[config.mk]
export PLATFORM = sky130hd
export DESIGN_NAME = gmt_root
export DESIGN_NICKNAME = d
export VERILOG_FILES = /design/src/hw/rtl/gmt_pkg.sv /design/src/hw/rtl/gmt_root.sv
export SDC_FILE = /design/constraint.sdc
export NUM_CORES = 1
export LEC_CHECK = 0
export BUFFER_PORTS_ARGS = -buffer_cell sky130_fd_sc_hd__buf_2
export CAP_MARGIN = 5
export CORE_MARGIN = 2
export CORE_UTILIZATION = 55
export CTS_CLUSTER_SIZE = 25
export DETAILED_ROUTE_END_ITERATION = 10
export PLACE_DENSITY = 0.78
export SYNTH_ARGS = -nofsm -noshare
export SYNTH_HDL_FRONTEND = slang
export SYNTH_SLANG_ARGS = --single-unit
[constraint.sdc]
create_clock -name clk -period 8.45 [get_ports clk]
set_input_delay 0.4225 -clock clk [delete_from_list [all_inputs] [get_ports clk]]
set_output_delay 0.4225 -clock clk [all_outputs]
set_load 0.005 [all_outputs]
[src/hw/rtl/gmt_pkg.sv]
// ----------------------------------------------------------------------------
// gmt_pkg
// Shared types and constants of the gradient magnitude threshold block.
// ----------------------------------------------------------------------------
package gmt_pkg;

  localparam int ROOT_BITS = 8;
  localparam logic [ROOT_BITS-1:0] MAG_MAX = 8'd255;
  localparam int ROOT_IN_BITS = 2 * ROOT_BITS;
  localparam int FRAC_SHIFT = 4;
  localparam int COEF_EDGE = 3;
  localparam int COEF_MID = 10;
  localparam int THR_BITS = 9;
  localparam int IMG_W_BITS = 13;
  localparam int CFG_IDX_BITS = 2;

  localparam logic [CFG_IDX_BITS-1:0] CFG_THRESHOLD = 2'd0;
  localparam logic [CFG_IDX_BITS-1:0] CFG_WIDTH = 2'd1;

  typedef struct packed {
    logic busy;
    logic done;
  } gmt_root_stat_t;

  typedef enum logic [6:0] {
    ST_IDLE   = 7'b0000001,
    ST_LOAD   = 7'b0000010,
    ST_SHIFT0 = 7'b0000100,
    ST_GRAD   = 7'b0001000,
    ST_SQR    = 7'b0010000,
    ST_ROOT   = 7'b0100000,
    ST_EMIT   = 7'b1000000
  } gmt_state_t;

endpackage

[src/hw/rtl/gmt_root.sv]
// ----------------------------------------------------------------------------
// gmt_root
// Iterative integer square root, one result bit per cycle, saturating.
// ----------------------------------------------------------------------------
module gmt_root #(
  parameter int VALUE_BITS = 17
) (
  input  logic                           clk,
  input  logic                           rst,
  input  logic                           start,
  input  logic [VALUE_BITS-1:0]          value,
  output gmt_pkg::gmt_root_stat_t        stat,
  output logic [gmt_pkg::ROOT_BITS-1:0]  root
);
  import gmt_pkg::*;

  localparam int BW = $clog2(ROOT_BITS);

  logic [ROOT_IN_BITS-1:0] v;
  logic                    sat;
  logic [ROOT_BITS-1:0]    r;
  logic [ROOT_BITS-1:0]    t;
  logic [ROOT_IN_BITS-1:0] tsq;
  logic [BW-1:0]           b;
  logic                    busy;
  logic                    done;

  assign t    = r | (ROOT_BITS'(1) << b);
  assign tsq  = ROOT_IN_BITS'(t) * ROOT_IN_BITS'(t);
  assign root = sat ? MAG_MAX : r;
  assign stat = '{busy: busy, done: done};

  always_ff @(posedge clk) begin
    if (rst) begin
      busy <= 1'b0;
      done <= 1'b0;
    end else begin
      done <= 1'b0;
      if (start) begin
        v    <= value[ROOT_IN_BITS-1:0];
        sat  <= |value[VALUE_BITS-1:ROOT_IN_BITS];
        r    <= '0;
        b    <= BW'(ROOT_BITS - 1);
        busy <= 1'b1;
      end else if (busy) begin
        if (tsq <= v) begin
          r <= t;
        end
        if (b == '0) begin
          busy <= 1'b0;
          done <= 1'b1;
        end
        b <= b - 1'b1;
      end
    end
  end

endmodule

==> results_dict.tcl, run 1 <==
set metrics [dict create \
    timing.critical_path.slowest_stage_cell "fa_1" \
    globalRoute.totalOverflow 0 \
    syn_to_final_growth_pct 9.58 \
    h-tree-depth 2 \
    via_count 2329 \
    maxSlewHeadroom_pct 44.6 \
    detail_route.drc_violations 0 \
    status "complete, no violations" \
    io_pins 30 \
    final_net_count 459 \
    timing.critical_path.slowest_cell_delay_ns 0.57 \
    yosysWarnings 0 \
    first_global_vias 2354 \
    postRouteAntennaNets 0 \
    hold_fix_buffer_count_after_cts 0 \
    skew_ns 0.00414 \
    drt-pass1-iter-count 4 \
    grt_first_pass_wirelength_um 10500 \
    fillCellCount 480 \
    tritoncts.num_buffers 5 \
    area.sequential_um2 881 \
    proportion_of_register_bits_with_asynchronous_set_or_reset_after_synthesis_pct 0 \
    finalWeightedCongestion 0.816 \
    n_antenna_cell 0 \
    rsz0062_at_grt "no" \
    synth.net_count 425 \
    effective_utilization_at_floorplan_pct 57.3 \
    worst-slew-pin-transition_ns 0.831 \
    ctsRootBufferMaster "clkbuf_8" \
    worst_ep_arrival_time_ns 7.08 \
    port_buffers 29 \
    clk_pin_slew_ns 0.06 \
    achievable-frequency_mhz 140 \
    slew_viol_final 0 \
    synth-seq-cells 30 \
    number_of_maximum_capacitance_violations 0 \
    netlist_area_before_placement_um2 3170 \
    setup_tns_ns 0 \
    timing.final.crit_period_ns 7.14 \
    multi_input_comb_area_um2 2010 \
    syn_inst 333 \
    drt_wirelength_um 5880 \
    synth_edf_count 28 \
    detailedRoute.firstIterationViolations 133 \
    cts_post_setup_buffers_inserted 0 \
    layout_commonest_cell "inv_1" \
    antenna_found_initial 0 \
    grt_max_degree 17 \
    floorplan.core_area_um2 5540 \
    cts-root-to-sink-buffers 2 \
    place_hpwl_um 4910 \
    yosysSeqAreaShare_pct 27.8 \
    synthDistinctLibCells 47 \
    synth.avg_cell_area_um2 9.53 \
    period_share_pct 84.5 \
    synth_flop_cell "edfxtp_1" \
    num_clock_sinks 30 \
    groute.usage.overall_pct 20.8 \
    fp-row-count 27 \
    crit_path_max_fanout 8 \
    tritoncts_clock_tree "yes" \
    die-width_um 80.0 \
    hold_class "primary input to flop" \
    drive_above_1_share_pct 14.7 \
    worstPathRequired_ns 8.39 \
    worst_skew_pair.late_latency_ns 0.28 \
    crit_path_end_kind "flop" \
    viasPerCell 5.29 \
    finalSetupViolCount 0 \
    die_outline_height_um 80.0 \
    timing.final.hold_violations 0 \
    most_frequent_cells_in_the_layout "inv_1, ha_1, nor2_1" \
    crit_path_cell_trace "ha_1, a21oi_1, inv_1, nand2b_1, fa_1, inv_1, fa_1, fa_1, inv_1, fa_1, inv_1, ha_1, a21oi_2, o21ai_0, or4_1, or3_1, nand3_1, ha_1, and4_1, a221oi_1, o31a_1, o31a_1" \
    route.detailed.wl_per_inst_um 13.4 \
    post_cts.resized_instances 0 \
    die_area_um2 6390 \
    critPathLaunchType "flop" \
    worst-setup-path-type "flop to flop" \
]
## per-stage QoR
step	std cells	hold slack, ns	util [%]	setup WS [ns]	area [µm²]
3_3_place_gp	432	0.482	61.3	1.65	3400
3_5_place_dp	432	0.481	61.3	1.38	3400
5_1_grt	440	0.307	62.8	0.851	3480
2_1_floorplan	333	0.475	-	2.15	3170
6_report	440	0.316	62.8	1.31	3480
4_1_cts	440	0.312	62.8	1.31	3480
## metal layers
layer	vias up	track usage, %	routed length (µm)	part of all wire [%]
met5	-	0	0	0
met4	0	2.71	36	0.61
met3	7	3.62	224	3.8
met2	54	36.9	3020	51
met1	1104	27.4	2590	44
li1	1164	-	-	-
## worst paths after layout
check | slack [ns] | to | from | cells past startpoint
max | 1.31 | r[5] | b[0] | 22
min | 0.32 | v[12] | value[12] | 1
max reg2reg | 1.31 | r[5] | b[0] | 22
min reg2reg | 0.49 | done | busy | 1
## worst max-delay path, delay by kind of cell (launching register included)
kind | cells | cell delay [ns]
adders and majority gates | 7 | 2.76
and+or+nand+nor | 5 | 1.30
buffers and inverters | 4 | 0.51
DFF | 1 | 0.44
AOI/OAI and AO/OA | 6 | 1.80
## flip-flops by register name, indices dropped and copies added (netlist names)
register,count
b,3
busy,1
done,1
r,8
sat,1
v,16
## cell families after synthesis
| family | Yosys count | share of synthesized area (%) |
|---|---|---|
| compound gates | 48 | 9.98 |
| fa+ha+maj | 72 | 34.3 |
| simple gates | 98 | 15.3 |
| other cells | 2 | 0.237 |
| xor+xnor | 13 | 3.59 |
| buf+inv | 70 | 8.79 |
| flops | 30 | 27.8 |
## cell type report
type	instances	share of cell area, %
Inverter	65	7.02
Multi-Input combinational cell	233	57.9
Tap cell	72	2.59
Clock inverter	2	0.252
Timing Repair Buffer	32	4.82
Sequential cell	30	25.3
Clock buffer	6	2.09
## Yosys cell counts, drive strengths merged, types with 2 or more instances
cell type	instances	share of area, %
and3	3	0.59
a21boi	2	0.47
o21a	2	0.47
or4	2	0.47
dfxtp	2	1.3
a21oi	23	4.2
nor2b	3	0.59
nand3	4	0.63
nor3	5	0.79
a21o	2	0.47
conb	2	0.24
xor2	2	0.55
nand2b	5	0.99
nand2	11	1.3
buf	4	0.99
nor2	42	5.0
fa	25	16
o21ai	6	0.95
or2	12	2.4
inv	65	7.7
or3	2	0.39
xnor2	11	3.0
o31a	2	0.55
nand4	3	0.59
o21bai	2	0.47
edfxtp	28	26
a221oi	2	0.55
ha	47	19
Power of run 1 is not shown: default switching activity piles up to over one toggle a cycle in this logic, so the estimate is an artifact.
==> run 2: changes to the inputs <==
==> constraint.sdc (replaced) <==
create_clock -name clk -period 7.4 [get_ports clk]
set_input_delay 0.37 -clock clk [delete_from_list [all_inputs] [get_ports clk]]
set_output_delay 0.37 -clock clk [all_outputs]
set_load 0.005 [all_outputs]
==> run 2 against run 1 <==
  * Via count down 2.7%
  * Non-clock buffer count rose by 4
  * Utilization up 0.72 points
  * Critical path type unchanged
  * Routed wire length is 6.8% lower
  * Clock-buffer cell count is 1 higher
  * Critical path depth stayed put
  * Flip-flop and latch count did not move
  * Fmax rose by 5.0%
  * Register-to-register slack worse by 0.71 ns
==> results_dict.tcl, run 2 (synthesized netlist as in run 1, its figures left out) <==
set metrics [dict create \
    achievable-frequency_mhz 147 \
    timing.final.hold_violations 0 \
    effective_utilization_at_floorplan_pct 57.3 \
    detailedRoute.firstIterationViolations 147 \
    viasPerCell 5.11 \
    clk_pin_slew_ns 0.06 \
    worst_r2r_path_depth 22 \
    setup_tns_ns 0 \
    worstHoldStart "value[3]" \
    worst-setup-path-type "flop to flop" \
    detail_route.drc_violations 0 \
    finalWeightedCongestion 0.865 \
    r2r_setup_slack_ns 0.60 \
    skew_ns 0.00409 \
    hold_class "primary input to flop" \
    status "complete, no violations" \
    fp-row-count 27 \
    worst-slew-pin-transition_ns 0.528 \
    cts-root-to-sink-buffers 2 \
    route.detailed.wl_per_inst_um 12.3 \
    worst_skew_pair.late_latency_ns 0.28 \
    port_buffers 29 \
    post_cts.resized_instances 0 \
    hold_fix_buffer_count_after_cts 0 \
    final_net_count 463 \
    largest_register_ffs 16 \
    grt_first_pass_wirelength_um 9650 \
    tritoncts_clock_tree "yes" \
    place_hpwl_um 4610 \
    drive_above_1_share_pct 15.9 \
    globalRoute.totalOverflow 0 \
    worst_ep_arrival_time_ns 6.75 \
    postRouteAntennaNets 0 \
    period_share_pct 91.9 \
    n_antenna_cell 0 \
    top_register "v" \
    maxSlewHeadroom_pct 64.8 \
    worstPathRequired_ns 7.35 \
    crit_path_end_kind "flop" \
    slew_viol_final 0 \
    via_count 2267 \
    h-tree-depth 2 \
    worst_r2r_startpoint "b[0]" \
    layout_commonest_cell "inv_1" \
    die-width_um 80.0 \
    crit_path_max_fanout 11 \
    die_area_um2 6390 \
    drt_wirelength_um 5480 \
    floorplan.core_area_um2 5540 \
    fillCellCount 463 \
    crit-reg2reg-capture "r[4]" \
    drt-pass1-iter-count 5 \
    finalSetupViolCount 0 \
    min_delay_path_depth 1 \
    critPathLaunchType "flop" \
    number_of_maximum_capacitance_violations 0 \
    ctsRootBufferMaster "clkbuf_8" \
    io_pins 30 \
    syn_to_final_growth_pct 10.8 \
    tritoncts.num_buffers 5 \
    die_outline_height_um 80.0 \
    rsz0062_at_grt "no" \
    groute.usage.overall_pct 19.3 \
    antenna_found_initial 0 \
    most_frequent_cells_in_the_layout "inv_1, ha_1, nor2_1" \
    first_global_vias 2270 \
    num_clock_sinks 30 \
    cts_post_setup_buffers_inserted 0 \
    reg_top3 "v (16), r (8), b (3)" \
    timing.final.crit_period_ns 6.80 \
    grt_max_degree 17 \
    whs_endpoint "v[3]" \
]
==> run 2: worst max-delay path, stage by stage (launching register included) <==
cell      delay [ns]
edfxtp_1        0.41
inv_1           0.10
ha_1            0.25
a21oi_2         0.45
or2_2           0.23
inv_1           0.06
fa_1            0.41
fa_1            0.50
fa_1            0.55
inv_1           0.05
fa_1            0.57
inv_1           0.05
ha_1            0.26
a21oi_2         0.21
o21ai_0         0.17
or4_1           0.48
or3_1           0.32
nand3_1         0.13
ha_1            0.27
and4_1          0.18
a221oi_1        0.26
o31a_1          0.21
o31a_1          0.34
==> run 2: final cells by class <==
type	count	area [µm²]	share of cell area, %
Sequential cell	30	881	25.0
Tap cell	72	90.1	2.56
Multi-Input combinational cell	233	2010	57.2
Inverter	65	244	6.94
Clock buffer	7	86.3	2.45
Clock inverter	1	5.00	0.142
Timing Repair Buffer	36	198	5.62
==> run 2: worst max-delay path by stage <==
stage / startpoint / end / cells after the start
floorplan: b[0] / r[0] / 22
global placement: b[0] / r[6] / 22
detailed placement: b[0] / r[7] / 22
CTS: b[0] / r[7] / 22
global route: b[0] / r[4] / 22
finish: b[0] / r[4] / 22
==> run 2: per-stage QoR <==
stage | cells | util [%] | worst slack, ns | hold WS [ns] | instance area [µm²]
final | 444 | 63.5 | 0.599 | 0.261 | 3520
after global routing | 444 | 63.5 | 0.232 | 0.250 | 3520
after CTS | 444 | 63.5 | 0.606 | 0.252 | 3520
after detailed placement | 436 | 61.8 | 0.658 | 0.488 | 3430
after global placement | 436 | 61.8 | 0.714 | 0.484 | 3430
after floorplan | 333 | - | 1.10 | 0.443 | 3170
==> run 2: per-layer routing <==
layer / up-vias / part of all wire (%) / track usage (%)
met5: - / 0 / 0
met4: 0 / 1.4 / 5.08
met3: 7 / 3.2 / 3.51
met2: 38 / 51 / 33.8
met1: 1048 / 45 / 24.6
li1: 1174 / - / -
Power of run 2 is left out for the same reason.
==> run 3: changes to the inputs <==
--- a/config.mk
+++ b/config.mk
@@ -5,10 +5,12 @@
 export SDC_FILE = /design/constraint.sdc
 export NUM_CORES = 1
 export LEC_CHECK = 0
+export ABC_AREA = 1
 export BUFFER_PORTS_ARGS = -buffer_cell sky130_fd_sc_hd__buf_2
 export CAP_MARGIN = 5
 export CORE_MARGIN = 2
 export CORE_UTILIZATION = 55
+export CTS_BUF_LIST = sky130_fd_sc_hd__clkbuf_16
 export CTS_CLUSTER_SIZE = 25
 export DETAILED_ROUTE_END_ITERATION = 10
 export PLACE_DENSITY = 0.78
==> run 3 against run 2 <==
  * Flip-flop and latch count unchanged
  * Non-clock buffer count down 6
  * Cell area is 5.1% higher
  * Utilization decreased by 0.68 points
  * Fmax grew 2.7%
  * Hold slack improved by 0.010 ns
  * Via count grew 15%
  * Critical endpoint is now r[7]
  * Routed wire length rose by 16%
  * Synthesized cell count grew 23%
  * Sequential share of layout area down 1.2 points
  * Register-to-register slack gained 0.18 ns
  * Critical path depth increased by 3
==> results_dict.tcl, run 3 <==
set metrics [dict create \
    die_area_um2 6720 \
    timing.final.crit_period_ns 6.62 \
    cell_types_with_the_largest_area_share_after_synthesis "edfxtp_1, ha_1, fa_1" \
    yosysSeqAreaShare_pct 26.3 \
    rsz0062_at_grt "no" \
    groute.usage.overall_pct 21.5 \
    fillCellCount 505 \
    critPathLaunchType "flop" \
    netlist_area_before_placement_um2 3340 \
    top_register "v" \
    finalSetupViolCount 0 \
    io_pins 30 \
    tritoncts_clock_tree "yes" \
    synth.top_cells.by_count "inv_1, nand2_1, ha_1" \
    yosysMostFrequentCell "inv_1" \
    proportion_of_register_bits_with_asynchronous_set_or_reset_after_synthesis_pct 0 \
    ctsRootBufferMaster "clkbuf_16" \
    layout_commonest_cell "inv_1" \
    detail_route.drc_violations 0 \
    place_hpwl_um 5190 \
    antenna_found_initial 0 \
    first_global_vias 2666 \
    worstPathRequired_ns 7.29 \
    finalWeightedCongestion 0.889 \
    most_frequent_cells_in_the_layout "inv_1, nand2_1, ha_1" \
    slew_viol_final 0 \
    status "complete, no violations" \
    synth_flop_cell "edfxtp_1" \
    synth_edf_count 28 \
    maxSlewHeadroom_pct 42.4 \
    reg_top3 "v (16), r (8), b (3)" \
    hold_fix_buffer_count_after_cts 0 \
    fin_hold_ws_ns 0.271 \
    final_net_count 536 \
    synth.avg_cell_area_um2 8.13 \
    tritoncts.num_buffers 5 \
    viasPerCell 4.99 \
    h-tree-depth 2 \
    n_antenna_cell 0 \
    period_share_pct 89.5 \
    synth.net_count 503 \
    cts-root-to-sink-buffers 2 \
    yosysTopAreaCell "edfxtp_1" \
    via_count 2597 \
    drive_above_1_share_pct 12.4 \
    synthDistinctLibCells 30 \
    route.detailed.wl_per_inst_um 12.2 \
    synth-seq-cells 30 \
    die_outline_height_um 82.0 \
    timing.final.hold_violations 0 \
    worst-setup-path-type "flop to flop" \
    achievable-frequency_mhz 151 \
    fp-row-count 28 \
    drt_wirelength_um 6350 \
    setup_tns_ns 0 \
    syn_inst 411 \
    post_cts.resized_instances 0 \
    grt_first_pass_wirelength_um 11200 \
    floorplan.core_area_um2 5890 \
    worst_skew_pair.late_latency_ns 0.27 \
    syn_to_final_growth_pct 10.6 \
    globalRoute.totalOverflow 0 \
    grt_max_degree 17 \
    die-width_um 82.0 \
    worst-slew-pin-transition_ns 0.864 \
    drt-pass1-iter-count 4 \
    synth_top_cell_area_share_pct 25.1 \
    hold_class "primary input to flop" \
    crit_path_max_fanout 8 \
    skew_ns 0.00463 \
    largest_register_ffs 16 \
    crit_path_end_kind "flop" \
    yosysWarnings 0 \
    detailedRoute.firstIterationViolations 106 \
    clk_pin_slew_ns 0.05 \
    port_buffers 29 \
    worst_ep_arrival_time_ns 6.51 \
    num_clock_sinks 30 \
    number_of_maximum_capacitance_violations 0 \
    cts_post_setup_buffers_inserted 0 \
    postRouteAntennaNets 0 \
    effective_utilization_at_floorplan_pct 56.8 \
]
## run 3: cell types whose count changed in the layout (fill, tap and decap cells not counted), moves of 4 or more
| cell | before | now |
|---|---|---|
| nand2_1 | 11 | 89 |
| inv_1 | 65 | 107 |
| nor2_1 | 42 | 30 |
| buf_4 | 7 | 1 |
| clkbuf_8 | 6 | 0 |
| xnor2_1 | 11 | 5 |
| clkbuf_16 | 0 | 5 |
| nand2b_1 | 5 | 0 |
| nand3_1 | 4 | 9 |
| inv_2 | 0 | 4 |
| nor3_1 | 5 | 1 |
| xor2_1 | 2 | 6 |
## run 3: through the flow
step	instance area, µm²	utilization, %	cells	setup slack, ns
after floorplan	3340	-	411	1.67
after global placement	3560	60.5	512	1.02
after detailed placement	3560	60.5	512	0.878
after CTS	3700	62.8	520	0.768
after global routing	3700	62.8	520	0.215
final	3700	62.8	520	0.780
## run 3: final cells by class
class	instances	area, µm²	share of cell area (%)
Inverter	112	423	11.4
Clock inverter	3	11.3	0.305
Sequential cell	30	881	23.8
Tap cell	75	93.8	2.54
Multi-Input combinational cell	265	2010	54.4
Timing Repair Buffer	30	153	4.13
Clock buffer	5	125	3.39
## run 3: per-layer routing
metal,track usage (%),vias up,part of all wire [%]
met3,3.96,14,3.4
met5,0,-,0
met2,39.7,55,51
li1,-,1310,-
met4,5.17,0,1.8
met1,25.8,1218,44
## run 3: final timing paths
check,startpoint,end,slack [ns],depth (start not counted)
hold reg to reg,busy,done,0.48,2
hold / removal,value[6],v[6],0.27,1
setup reg to reg,b[0],r[7],0.78,25
setup / recovery,b[0],r[7],0.78,25
## run 3: critical path: stages, from the launching register on
cell and delay [ns]:
edfxtp_1 0.40, inv_1 0.11, ha_1 0.27, a21oi_2 0.28, inv_1 0.19, nand2_1 0.16
inv_1 0.07, fa_1 0.48, fa_1 0.54, inv_1 0.06, fa_1 0.50, fa_1 0.54
inv_1 0.06, ha_1 0.35, a21oi_1 0.19, o21ai_0 0.14, a21oi_1 0.18, xnor2_1 0.20
ha_1 0.30, nand2_1 0.07, nand2_1 0.05, nand2_1 0.07, nand2_1 0.08, a21oi_1 0.18
nand2_1 0.09, a21oi_1 0.67
## run 3: cells by family after synthesis
group / after synthesis / share of synthesized area [%]
flip-flops: 30 / 26.3
buffers and inverters: 116 / 13.5
XOR/XNOR: 12 / 3.37
adder cells (fa/ha/maj): 72 / 32.6
other: 2 / 0.225
AND/OR/NAND/NOR: 142 / 17.6
AO/OA/AOI/OAI: 37 / 6.36
Power of run 3 is left out for the same reason.
